$ cat config.mk
export PLATFORM = sky130hd
export DESIGN_NAME = sorted_priority_queue_top
export DESIGN_NICKNAME = d
export VERILOG_FILES = /design/src/design/spq_pkg.sv /design/src/design/spq_ctrl.sv /design/src/design/spq_dp.sv /design/src/design/sorted_priority_queue_top.sv
export SDC_FILE = /design/constraint.sdc
export NUM_CORES = 1
export LEC_CHECK = 0
export ABC_AREA = 1
export BUFFER_PORTS_ARGS = -buffer_cell sky130_fd_sc_hd__buf_4
export CAP_MARGIN = 20
export CORE_MARGIN = 4
export CORE_UTILIZATION = 56
export DETAILED_ROUTE_END_ITERATION = 6
export HOLD_SLACK_MARGIN = 0.05
export PLACE_DENSITY = 0.85
export SETUP_SLACK_MARGIN = 0.05
export SLEW_MARGIN = 20
export SYNTH_ARGS = -nofsm -noshare
export SYNTH_HDL_FRONTEND = slang
export SYNTH_SLANG_ARGS = --single-unit
$ cat constraint.sdc
create_clock -name clk -period 4 [get_ports clk]
set_clock_uncertainty 0.2 [all_clocks]
set_input_delay 0.4 -clock clk [delete_from_list [all_inputs] [get_ports clk]]
set_output_delay 0.4 -clock clk [all_outputs]
set_load 0.02 [all_outputs]
$ cat src/design/spq_pkg.sv
// Shared types, constants and codes of the sorted priority queue.
// No dependencies; every other design file refers to it by scoped names.
package spq_pkg;

  // Store depth and kept priority width
  localparam int DEPTH     = 16;
  localparam int PRIO_BITS = 8;
  localparam int PRIO_W    = (PRIO_BITS < 8) ? PRIO_BITS : 8;
  localparam int CNT_W     = $clog2(DEPTH + 1);

  // Capacity register reset value
  localparam logic [4:0] QSIZE_RST = 5'd16;

  typedef logic [CNT_W-1:0]  cnt_t;
  typedef logic [PRIO_W-1:0] kprio_t;

  // Operation codes
  localparam logic OP_ENQ = 1'b0;
  localparam logic OP_DEQ = 1'b1;

  typedef enum logic [1:0] {
    STAT_ENQ   = 2'd0,
    STAT_DEQ   = 2'd1,
    STAT_FULL  = 2'd2,
    STAT_EMPTY = 2'd3
  } status_t;

  typedef enum logic {
    ST_IDLE,
    ST_EXEC
  } state_t;

  typedef struct packed {
    logic       op;
    logic [7:0] entry_prio;
    logic [7:0] entry_char;
  } in_beat_t;

  typedef struct packed {
    logic [7:0] out_prio;
    logic [7:0] out_char;
    status_t    status;
    logic [4:0] entry_count;
  } out_beat_t;

  // Controller to datapath commands
  typedef struct packed {
    logic load;  // capture the accepted input beat
    logic exec;  // apply the operation and load the result register
  } dp_cmd_t;

endpackage

$ cat src/design/spq_ctrl.sv
// Controller of the sorted priority queue: handshakes and sequencing.
// Depends on spq_pkg; drives spq_dp through a command struct.
module spq_ctrl (
  input  logic             clk,
  input  logic             rst_n,
  input  logic             in_valid,
  output logic             in_ready,
  output logic             out_valid,
  input  logic             out_ready,
  output spq_pkg::dp_cmd_t cmd
);

  spq_pkg::state_t state_r, state_nxt;
  logic            out_valid_r, out_valid_nxt;

  // State and result-valid registers
  always_ff @(posedge clk) begin
    if (!rst_n) begin
      state_r     <= spq_pkg::ST_IDLE;
      out_valid_r <= 1'b0;
    end else begin
      state_r     <= state_nxt;
      out_valid_r <= out_valid_nxt;
    end
  end

  // Next state and commands
  always_comb begin
    state_nxt     = state_r;
    out_valid_nxt = out_valid_r;
    in_ready      = 1'b0;
    cmd           = '0;
    if (out_ready) begin
      out_valid_nxt = 1'b0;
    end
    case (state_r)
      spq_pkg::ST_IDLE: begin
        in_ready = 1'b1;
        if (in_valid) begin
          cmd.load  = 1'b1;
          state_nxt = spq_pkg::ST_EXEC;
        end
      end
      spq_pkg::ST_EXEC: begin
        // Hold until the result register is free
        if (!out_valid_r || out_ready) begin
          cmd.exec      = 1'b1;
          out_valid_nxt = 1'b1;
          state_nxt     = spq_pkg::ST_IDLE;
        end
      end
      default: begin
        state_nxt = spq_pkg::ST_IDLE;
      end
    endcase
  end

  assign out_valid = out_valid_r;

endmodule

$ cat src/design/spq_dp.sv
// Datapath of the sorted priority queue: sorted slot row with one
// comparator per slot, capacity register and result register. Uses spq_pkg.
module spq_dp (
  input  logic                clk,
  input  logic                rst_n,
  input  spq_pkg::dp_cmd_t    cmd,
  input  spq_pkg::in_beat_t   in_data,
  input  logic                cfg_wr_en,
  input  logic [4:0]          cfg_wr_data,
  output spq_pkg::out_beat_t  out_data
);

  localparam int D = spq_pkg::DEPTH;

  spq_pkg::in_beat_t  req_r;
  spq_pkg::out_beat_t res_r, res_nxt;
  logic [4:0]         qsize_r;
  spq_pkg::cnt_t      count_r, count_nxt;

  // Slot 0 is always the head; entries stay sorted by index
  spq_pkg::kprio_t slot_prio_r [D];
  logic [7:0]      slot_char_r [D];
  spq_pkg::kprio_t slot_prio_nxt [D];
  logic [7:0]      slot_char_nxt [D];

  // Neighbor views of the row
  spq_pkg::kprio_t lo_prio [D];
  logic [7:0]      lo_char [D];
  spq_pkg::kprio_t hi_prio [D];
  logic [7:0]      hi_char [D];

  logic [D:0]      gt_ext;
  spq_pkg::kprio_t new_prio;
  spq_pkg::cnt_t   cap;
  logic            full, empty;

  for (genvar g = 0; g < D; g++) begin : g_nbr
    if (g == 0) begin : g_first
      assign lo_prio[g] = '0;
      assign lo_char[g] = '0;
    end else begin : g_mid
      assign lo_prio[g] = slot_prio_r[g-1];
      assign lo_char[g] = slot_char_r[g-1];
    end
    if (g == D - 1) begin : g_last
      assign hi_prio[g] = slot_prio_r[g];
      assign hi_char[g] = slot_char_r[g];
    end else begin : g_inner
      assign hi_prio[g] = slot_prio_r[g+1];
      assign hi_char[g] = slot_char_r[g+1];
    end
  end

  // Clamp capacity to 1..DEPTH
  always_comb begin
    if (qsize_r == 5'd0) begin
      cap = spq_pkg::cnt_t'(1);
    end else if (32'(qsize_r) > D) begin
      cap = spq_pkg::cnt_t'(D);
    end else begin
      cap = spq_pkg::cnt_t'(qsize_r);
    end
  end

  assign full     = (count_r >= cap);
  assign empty    = (count_r == '0);
  assign new_prio = req_r.entry_prio[spq_pkg::PRIO_W-1:0];

  // Per-slot compare: held entry sorts after the new one
  always_comb begin
    gt_ext[0] = 1'b0;
    for (int i = 0; i < D; i++) begin
      gt_ext[i+1] = (spq_pkg::cnt_t'(i) < count_r) && (slot_prio_r[i] > new_prio);
    end
  end

  // Next row, count and result
  always_comb begin
    count_nxt           = count_r;
    res_nxt             = '0;
    res_nxt.status      = spq_pkg::STAT_ENQ;
    for (int i = 0; i < D; i++) begin
      slot_prio_nxt[i] = slot_prio_r[i];
      slot_char_nxt[i] = slot_char_r[i];
    end
    if (req_r.op == spq_pkg::OP_ENQ) begin
      if (full) begin
        res_nxt.status = spq_pkg::STAT_FULL;
      end else begin
        // Shift larger entries up one slot, drop the new one into the gap
        for (int i = 0; i < D; i++) begin
          if (gt_ext[i]) begin
            slot_prio_nxt[i] = lo_prio[i];
            slot_char_nxt[i] = lo_char[i];
          end else if (gt_ext[i+1] || spq_pkg::cnt_t'(i) == count_r) begin
            slot_prio_nxt[i] = new_prio;
            slot_char_nxt[i] = req_r.entry_char;
          end
        end
        count_nxt = count_r + spq_pkg::cnt_t'(1);
      end
    end else begin
      if (empty) begin
        res_nxt.status = spq_pkg::STAT_EMPTY;
      end else begin
        // Report the head and advance the row down one slot
        res_nxt.out_prio = 8'(slot_prio_r[0]);
        res_nxt.out_char = slot_char_r[0];
        res_nxt.status   = spq_pkg::STAT_DEQ;
        for (int i = 0; i < D; i++) begin
          slot_prio_nxt[i] = hi_prio[i];
          slot_char_nxt[i] = hi_char[i];
        end
        count_nxt = count_r - spq_pkg::cnt_t'(1);
      end
    end
    res_nxt.entry_count = 5'(count_nxt);
  end

  // Control registers
  always_ff @(posedge clk) begin
    if (!rst_n) begin
      count_r <= '0;
      qsize_r <= spq_pkg::QSIZE_RST;
    end else begin
      if (cmd.exec) begin
        count_r <= count_nxt;
      end
      if (cfg_wr_en) begin
        qsize_r <= cfg_wr_data;
      end
    end
  end

  // Payload registers
  always_ff @(posedge clk) begin
    if (cmd.load) begin
      req_r <= in_data;
    end
    if (cmd.exec) begin
      res_r <= res_nxt;
      for (int i = 0; i < D; i++) begin
        slot_prio_r[i] <= slot_prio_nxt[i];
        slot_char_r[i] <= slot_char_nxt[i];
      end
    end
  end

  assign out_data = res_r;

endmodule

$ cat src/design/sorted_priority_queue_top.sv
// Top level of the sorted priority queue: ties controller and datapath.
// Depends on spq_pkg, spq_ctrl and spq_dp.
//
// Bounded priority queue of up to 16 (priority, character) entries, kept
// sorted with the smallest priority at the head; equal priorities leave in
// arrival order. Each input beat (enqueue or dequeue) yields one result beat
// with the dequeued entry, a status code and the entry count. A beat is
// captured; once the result register is free, a comparator per slot shifts
// the sorted slot row and the result register is loaded. No new beat is
// taken before the last has executed. A pending result does not block the
// next input beat. The capacity register is to be written through
// cfg_wr_en / cfg_wr_data only while idle; the block does not enforce
// this. Zero counts as one, values above 16 as 16.
module sorted_priority_queue_top (
  input  logic                clk,
  input  logic                rst_n,
  input  logic                in_valid,
  output logic                in_ready,
  input  spq_pkg::in_beat_t   in_data,
  output logic                out_valid,
  input  logic                out_ready,
  output spq_pkg::out_beat_t  out_data,
  input  logic                cfg_wr_en,
  input  logic [4:0]          cfg_wr_data
);

  spq_pkg::dp_cmd_t cmd;

  spq_ctrl u_ctrl (
    .clk       (clk),
    .rst_n     (rst_n),
    .in_valid  (in_valid),
    .in_ready  (in_ready),
    .out_valid (out_valid),
    .out_ready (out_ready),
    .cmd       (cmd)
  );

  spq_dp u_dp (
    .clk         (clk),
    .rst_n       (rst_n),
    .cmd         (cmd),
    .in_data     (in_data),
    .cfg_wr_en   (cfg_wr_en),
    .cfg_wr_data (cfg_wr_data),
    .out_data    (out_data)
  );

endmodule

==> results of run 1 <==
-- Yosys cell counts, drive strengths merged --
library cell    n
a22oi           1
or4             1
buf            74
ha            138
dfxtp          12
nand3b          2
edfxtp        296
nand3         472
and2            3
clkinv          8
inv           323
o21ai          12
clkbuf         48
xor2            5
a21oi          74
nand2         938
nand4           8
a31oi           5
a21o            1
a21boi          1
o21a           16
nor2           98
o22ai          16
-- flip-flops by register name, indices dropped and copies added, names as in the netlist --
register          flops
u_dp.slot_prio_r    128
u_dp.count_r          5
u_dp.new_prio         8
u_ctrl.state_r        1
u_ctrl.out_valid      1
u_dp.out_data        23
u_dp.slot_char_r    128
u_dp.req_r            9
u_dp.qsize_r          5
-- kinds of logic (layout without fill, tap and decap cells) --
group	count (synthesis)	after routing
compound gates	126	126
buf+inv	453	531
fa+ha+maj	138	138
flops	308	308
xor+xnor	5	5
simple gates	1522	1522
-- per-layer routing --
layer | GRT usage (%) | wire (um)
met1 | 35.6 | 21400
met2 | 48.9 | 27600
met3 | 4.97 | 5720
met4 | 15.4 | 3390
met5 | 0 | 13
-- area by class of cell --
cell class | count | area [um2] | share of cell area [%]
Clock buffer | 48 | 1010 | 4.48
Timing Repair Buffer | 134 | 1180 | 5.25
Inverter | 331 | 1290 | 5.74
Clock inverter | 18 | 125 | 0.557
Tap cell | 461 | 577 | 2.57
Multi-Input combinational cell | 1791 | 9170 | 40.8
Sequential cell | 308 | 9130 | 40.6
-- worst reg2reg max path: stages, from the launching register on --
cell and delay (ns):
dfxtp_1 0.33, or4_1 0.54, o21ai_0 0.23, ha_1 0.28, o21ai_1 0.31, nand3_1 0.37
nand2_2 0.26, nand2_4 0.18, inv_2 0.24, nand2_1 0.14, clkinvlp_4 0.30
-- cell usage in the layout, fill, tap and decap left out, types with 7 or more instances in the layout --
cell / n
buf_4: 92
dlygate4sd3_1: 35
nor2_1: 88
nand2_1: 892
inv_2: 10
nand2_4: 8
clkbuf_16: 37
edfxtp_1: 296
nand2_2: 36
nand3_1: 471
dfxtp_1: 12
inv_1: 304
o22ai_1: 16
clkinvlp_4: 10
nand4_1: 8
ha_1: 138
o21ai_0: 8
buf_12: 7
a21oi_1: 68
o21a_1: 16
clkbuf_1: 7
clkinv_2: 11
-- power by group through the flow --
stage	logic, mW	registers, mW	clock network (mW)
finish	1.71	3.87	3.20
floorplan	1.17	3.91	0
CTS	1.67	3.86	3.21
global placement	1.55	3.93	0
detailed placement	1.62	3.93	0
global route	1.88	3.88	3.35
-- worst max-delay path by stage --
stage                                start                      to  slack, ns  cells past startpoint
after floorplan           u_dp.new_prio[5]  u_dp.slot_char_r[0][0]       0.45                     11
after global placement    u_dp.new_prio[7]  u_dp.slot_char_r[6][0]       0.32                     10
after detailed placement  u_dp.new_prio[7]  u_dp.slot_char_r[6][3]       0.19                     10
after CTS                 u_dp.new_prio[3]  u_dp.slot_char_r[6][3]       0.13                     12
after global routing       u_dp.qsize_r[0]  u_dp.slot_char_r[3][6]       0.16                     13
final                      u_dp.qsize_r[0]  u_dp.slot_char_r[3][0]       0.30                     10
-- metrics by stage --
stage / hold WS [ns] / std cells / total power [mW] / instance area (um2) / setup slack (ns)
2_1_floorplan: 0.221 / 2552 / 5.08 / 20200 / 0.451
3_3_place_gp: 0.278 / 2990 / 5.48 / 21000 / 0.322
3_5_place_dp: 0.301 / 2990 / 5.55 / 21000 / 0.186
4_1_cts: 0.327 / 3091 / 8.74 / 22400 / 0.131
5_1_grt: 0.355 / 3091 / 9.11 / 22500 / 0.155
6_report: 0.323 / 3091 / 8.78 / 22500 / 0.296
-- what timing repair did --
item / in CTS / in global routing
resized for setup: 0 / 10
hold endpoints to repair: 25 / 0
endpoints found under the setup margin: 0 / 228
hold buffers: 35 / 0
==> flow_metrics.env, run 1 <==
export IMPL_status="completed"
export IMPL_rows=69
export IMPL_fmax_mhz=270
export IMPL_worstPathCellList="or4_1 -> o21ai_0 -> ha_1 -> o21ai_1 -> nand3_1 -> nand2_2 -> nand2_4 -> inv_2 -> nand2_1 -> clkinvlp_4"
export IMPL_drv_slew=0
export IMPL_grt_ovfl_total=0
export IMPL_synthesis_instances=2552
export IMPL_cts_max_level=2
export IMPL_hp_start="u_dp.slot_char_r[15][4]"
export IMPL_grt_pass1_vias=18000
export IMPL_cts_root_buf="clkbuf_16"
export IMPL_path_class="flop to flop"
export IMPL_start_util_pct=56.8
export IMPL_core_area_mm2=0.0356
export IMPL_whs_endpoint="u_dp.slot_char_r[14][4]"
export IMPL_grt_total_usage_pct=28.9
export IMPL_arrival_ns=3.70
export IMPL_swShare_pct=29.9
export IMPL_yosysSeqAreaShare_pct=45.2
export IMPL_numCtsBuffers=36
export IMPL_worstHoldPathCells=2
export IMPL_die_x_um=198
export IMPL_p_comb_share_pct=19.5
export IMPL_r2r_end="u_dp.slot_char_r[3][0]"
export IMPL_dp_hpwl_um=39400
export IMPL_gp_congestion=0.935
export IMPL_r2r_slack_ns=0.30
export IMPL_areaGrowthSynthToFinish_pct=11.3
export IMPL_synth_nets=2717
export IMPL_syn_avg_cell_area_um2=7.91
export IMPL_hold_violations=0
export IMPL_cp_num_buf_inv=2
export IMPL_clk_pin_slew_worst_paths_ns=0.06
export IMPL_post_route_period_util_pct=92.6
export IMPL_nFillCells=2862
export IMPL_drtAntennaViolNets=0
export IMPL_grt_max_degree=178
export IMPL_fin_nets=2767
export IMPL_crit_family="simple AND/OR/NAND/NOR gates"
export IMPL_clock_latency_ns=0.55
export IMPL_vdd_drop_max_mv=0.346
export IMPL_synthAdderAreaFrac_pct=8.55
export IMPL_clk_path_buf_depth=3
export IMPL_drv_cap=0
export IMPL_drtIter0Drc=2261
export IMPL_die_area_mm2=0.0392
export IMPL_tritoncts="built"
export IMPL_slew_headroom_pct=24.1
export IMPL_wl_per_cell_um=18.8
export IMPL_ys_seq_elements=308
export IMPL_yosysTopAreaCellShare_pct=44.0
export IMPL_routed_wl_um=58100
export IMPL_worstMarginPinSlew_ns=1.14
export IMPL_worstPathMaxFanout=16
export IMPL_hp_class="flop to flop"
export IMPL_r2r_cells=10
export IMPL_clockPowerShare_pct=36.4
export IMPL_p_sw_mw=2.62
export IMPL_p_int_mw=6.15
export IMPL_cp_end_kind="flop"
export IMPL_tns_ns=0
export IMPL_syn_cell_area_mm2=0.0202
export IMPL_ys_warn_count=0
export IMPL_num_vias=18400
export IMPL_cpPeakStageDelay_ns=0.54
export IMPL_crit_path_start_kind="flop"
export IMPL_leakagePower_nw=11.0
export IMPL_die_y_um=198
export IMPL_synthTopCellsByArea="edfxtp_1 (44%), nand2_1 (17%), nand3_1 (12%), ha_1 (8.5%), inv_1 (5.8%)"
export IMPL_synth_xor_area_share_pct=0.217
export IMPL_rsz0062_at_grt="false"
export IMPL_grt_first_pass_wirelength_um=91400
export IMPL_required_ns=3.99
export IMPL_postCtsSetupBuffers=0
export IMPL_yosysTopAreaCell="edfxtp_1"
export IMPL_synthMuxAreaShare_pct=0
export IMPL_yosysUniqueCellTypes=39
export IMPL_pwr_density_cell_mw_per_mm2=390
export IMPL_antenna_found_initial=1
export IMPL_fin_util_pct=63.2
export IMPL_setup_viol=0
export IMPL_drive_gt1_share_pct=9.35
export IMPL_fin_crit_ns=3.70
export IMPL_worstReg2RegStart="u_dp.qsize_r[0]"
export IMPL_slowest_stage="or4_1"
export IMPL_route_detailed_drc=0
export IMPL_port_buffers=51
export IMPL_insertedDiodeCount=0
export IMPL_synth_simple_area_share_pct=32.7
export IMPL_boundaryPins=52
export IMPL_drtPass1Iterations=6
export IMPL_cts_sinks=308
export IMPL_viasPerCell=5.96
export IMPL_p_seq_share_pct=44.1
export IMPL_synth_top_family_by_area="simple AND/OR/NAND/NOR gates"
export IMPL_synth_compound_area_share_pct=3.87
Power figures use the tool's default switching activity.
==> run 2: changes to the inputs <==
--- a/config.mk
+++ b/config.mk
@@ -9,10 +9,10 @@
 export BUFFER_PORTS_ARGS = -buffer_cell sky130_fd_sc_hd__buf_4
 export CAP_MARGIN = 20
 export CORE_MARGIN = 4
-export CORE_UTILIZATION = 56
+export CORE_UTILIZATION = 45
 export DETAILED_ROUTE_END_ITERATION = 6
 export HOLD_SLACK_MARGIN = 0.05
-export PLACE_DENSITY = 0.85
+export PLACE_DENSITY = 0.73
 export SETUP_SLACK_MARGIN = 0.05
 export SLEW_MARGIN = 20
 export SYNTH_ARGS = -nofsm -noshare
==> run 2 against run 1 <==
  * Clock-buffer cell count decreased by 3
  * Cell area increased by 0.63%
  * Fmax increased by 0.22%
  * Global-route usage decreased by 5.2 points
  * Via count decreased by 3.2%
  * Register-to-register slack about the same
  * Largest cell class unchanged
==> flow_metrics.env, run 2 (synthesized netlist as in run 1, its figures left out) <==
export IMPL_drtPass1Iterations=6
export IMPL_die_y_um=220
export IMPL_multiInputGateArea_mm2=0.00917
export IMPL_cts_max_level=2
export IMPL_numCtsBuffers=36
export IMPL_fin_area_mm2=0.0226
export IMPL_p_sw_mw=2.61
export IMPL_clock_latency_ns=0.55
export IMPL_tns_ns=0
export IMPL_fmax_mhz=271
export IMPL_grt_pass1_vias=17600
export IMPL_seq_area_mm2=0.00913
export IMPL_p_total_mw=8.75
export IMPL_setup_viol=0
export IMPL_hp_class="flop to flop"
export IMPL_worstReg2RegStart="u_dp.new_prio[2]"
export IMPL_num_vias=17800
export IMPL_cp_startpoint="u_dp.new_prio[2]"
export IMPL_r2r_end="u_dp.slot_char_r[7][4]"
export IMPL_place_area_mm2=0.0212
export IMPL_port_buffers=51
export IMPL_arrival_ns=3.67
export IMPL_crit_path_start_kind="flop"
export IMPL_viasPerCell=5.52
export IMPL_wl_per_cell_um=18.0
export IMPL_slew_headroom_pct=27.2
export IMPL_core_area_mm2=0.0443
export IMPL_swShare_pct=29.9
export IMPL_cts_root_buf="clkbuf_16"
export IMPL_p_comb_share_pct=19.6
export IMPL_grt_total_usage_pct=23.7
export IMPL_worstHoldPathCells=2
export IMPL_drv_slew=0
export IMPL_die_x_um=220
export IMPL_grt_ovfl_total=0
export IMPL_post_route_period_util_pct=92.4
export IMPL_r2r_slack_ns=0.30
export IMPL_worstPathMaxFanout=18
export IMPL_rows=77
export IMPL_setup_slack_ns=0.304
export IMPL_rsz0062_at_grt="false"
export IMPL_nFillCells=4138
export IMPL_final_common_cell="nand2_1"
export IMPL_cts_sinks=308
export IMPL_grt_first_pass_wirelength_um=91200
export IMPL_antenna_found_initial=0
export IMPL_cp_end_kind="flop"
export IMPL_drv_cap=0
export IMPL_r2r_cells=14
export IMPL_dp_cells=3137
export IMPL_die_area_mm2=0.0483
export IMPL_postCtsSetupBuffers=0
export IMPL_path_class="flop to flop"
export IMPL_vdd_drop_max_mv=0.332
export IMPL_areaGrowthSynthToFinish_pct=12.0
export IMPL_clockPowerShare_pct=36.3
export IMPL_hp_start="u_ctrl.out_valid"
export IMPL_p_seq_share_pct=44.1
export IMPL_fin_crit_ns=3.70
export IMPL_clk_path_buf_depth=3
export IMPL_route_detailed_drc=0
export IMPL_stdcell_count=3229
export IMPL_p_int_mw=6.14
export IMPL_pre_cts_slack_ns=0.139
export IMPL_routed_wl_um=58000
export IMPL_clk_pin_slew_worst_paths_ns=0.06
export IMPL_tritoncts="built"
export IMPL_whs_endpoint="u_ctrl.out_valid"
export IMPL_grt_max_degree=114
export IMPL_drtAntennaViolNets=0
export IMPL_gp_congestion=0.913
export IMPL_insertedDiodeCount=0
export IMPL_worstMarginPinSlew_ns=1.09
export IMPL_boundaryPins=52
export IMPL_status="completed"
export IMPL_required_ns=3.97
export IMPL_hold_violations=0
export IMPL_layout_common_cells="nand2_1 (892), nand3_1 (471), inv_1 (309), edfxtp_1 (296), ha_1 (138)"
export IMPL_drive_gt1_share_pct=9.52
export IMPL_drtIter0Drc=1793
export IMPL_fin_nets=2778
export IMPL_dp_hpwl_um=41200
export IMPL_leakagePower_nw=11.1
export IMPL_pwr_density_cell_mw_per_mm2=387
export IMPL_start_util_pct=45.6
-- run 2: changes by cell type in the layout (fill, tap and decap cells not counted), sizes merged --
cell | previous run | this run
inv | 320 | 322
clkinvlp | 10 | 6
clkinv | 18 | 19
buf | 99 | 115
dlygate4sd3 | 35 | 30
clkbuf | 48 | 45
-- run 2: per-stage QoR --
stage | utilization (%) | hold slack, ns
CTS | 51.0 | 0.303
global route | 51.0 | 0.343
floorplan | - | 0.221
detailed placement | 47.8 | 0.295
global placement | 47.8 | 0.273
finish | 51.0 | 0.299
-- run 2: area by class of cell --
class	count	share of cell area, %
Sequential cell	308	40.4
Clock buffer	45	4.41
Timing Repair Buffer	145	5.33
Tap cell	592	3.27
Inverter	331	5.62
Clock inverter	17	0.481
Multi-Input combinational cell	1791	40.5
-- run 2: how the worst max path moves through the flow --
stage	to	slack, ns
finish	u_dp.slot_char_r[7][4]	0.30
CTS	u_dp.slot_char_r[14][0]	0.09
global placement	u_dp.slot_char_r[3][3]	0.26
detailed placement	u_dp.slot_char_r[14][1]	0.14
floorplan	u_dp.slot_char_r[0][0]	0.45
global route	u_dp.slot_char_r[14][2]	0.06
-- run 2: per-layer routing --
layer	share of wire [%]	track usage [%]	routed length, um
met5	0	0	0
met4	3.9	9.82	2270
met3	7.2	3.50	4170
met2	49	41.1	28300
met1	40	29.7	23300
-- run 2: critical path: stages (launching register included) --
cell	delay [ns]
edfxtp_1	0.33
clkinv_1	0.50
buf_4	0.43
ha_1	0.32
nand2_1	0.07
inv_1	0.06
nand2_1	0.05
nand2_1	0.09
nand2_1	0.06
nand2_1	0.06
buf_4	0.20
nand2_2	0.24
nand3_1	0.16
nand2_1	0.05
inv_1	0.46
-- run 2: power groups by stage --
stage	Sequential, mW	Clock [mW]	Combinational (mW)
after detailed placement	3.92	0	1.65
final	3.86	3.17	1.71
after floorplan	3.91	0	1.17
after global routing	3.87	3.33	1.90
after global placement	3.92	0	1.59
after CTS	3.86	3.22	1.69
-- run 2: what timing repair did --
action / CTS / global route
gates resized for setup: 0 / 5
hold buffers: 30 / 0
endpoints found under the setup margin: 0 / 160
hold endpoints to repair: 25 / 0
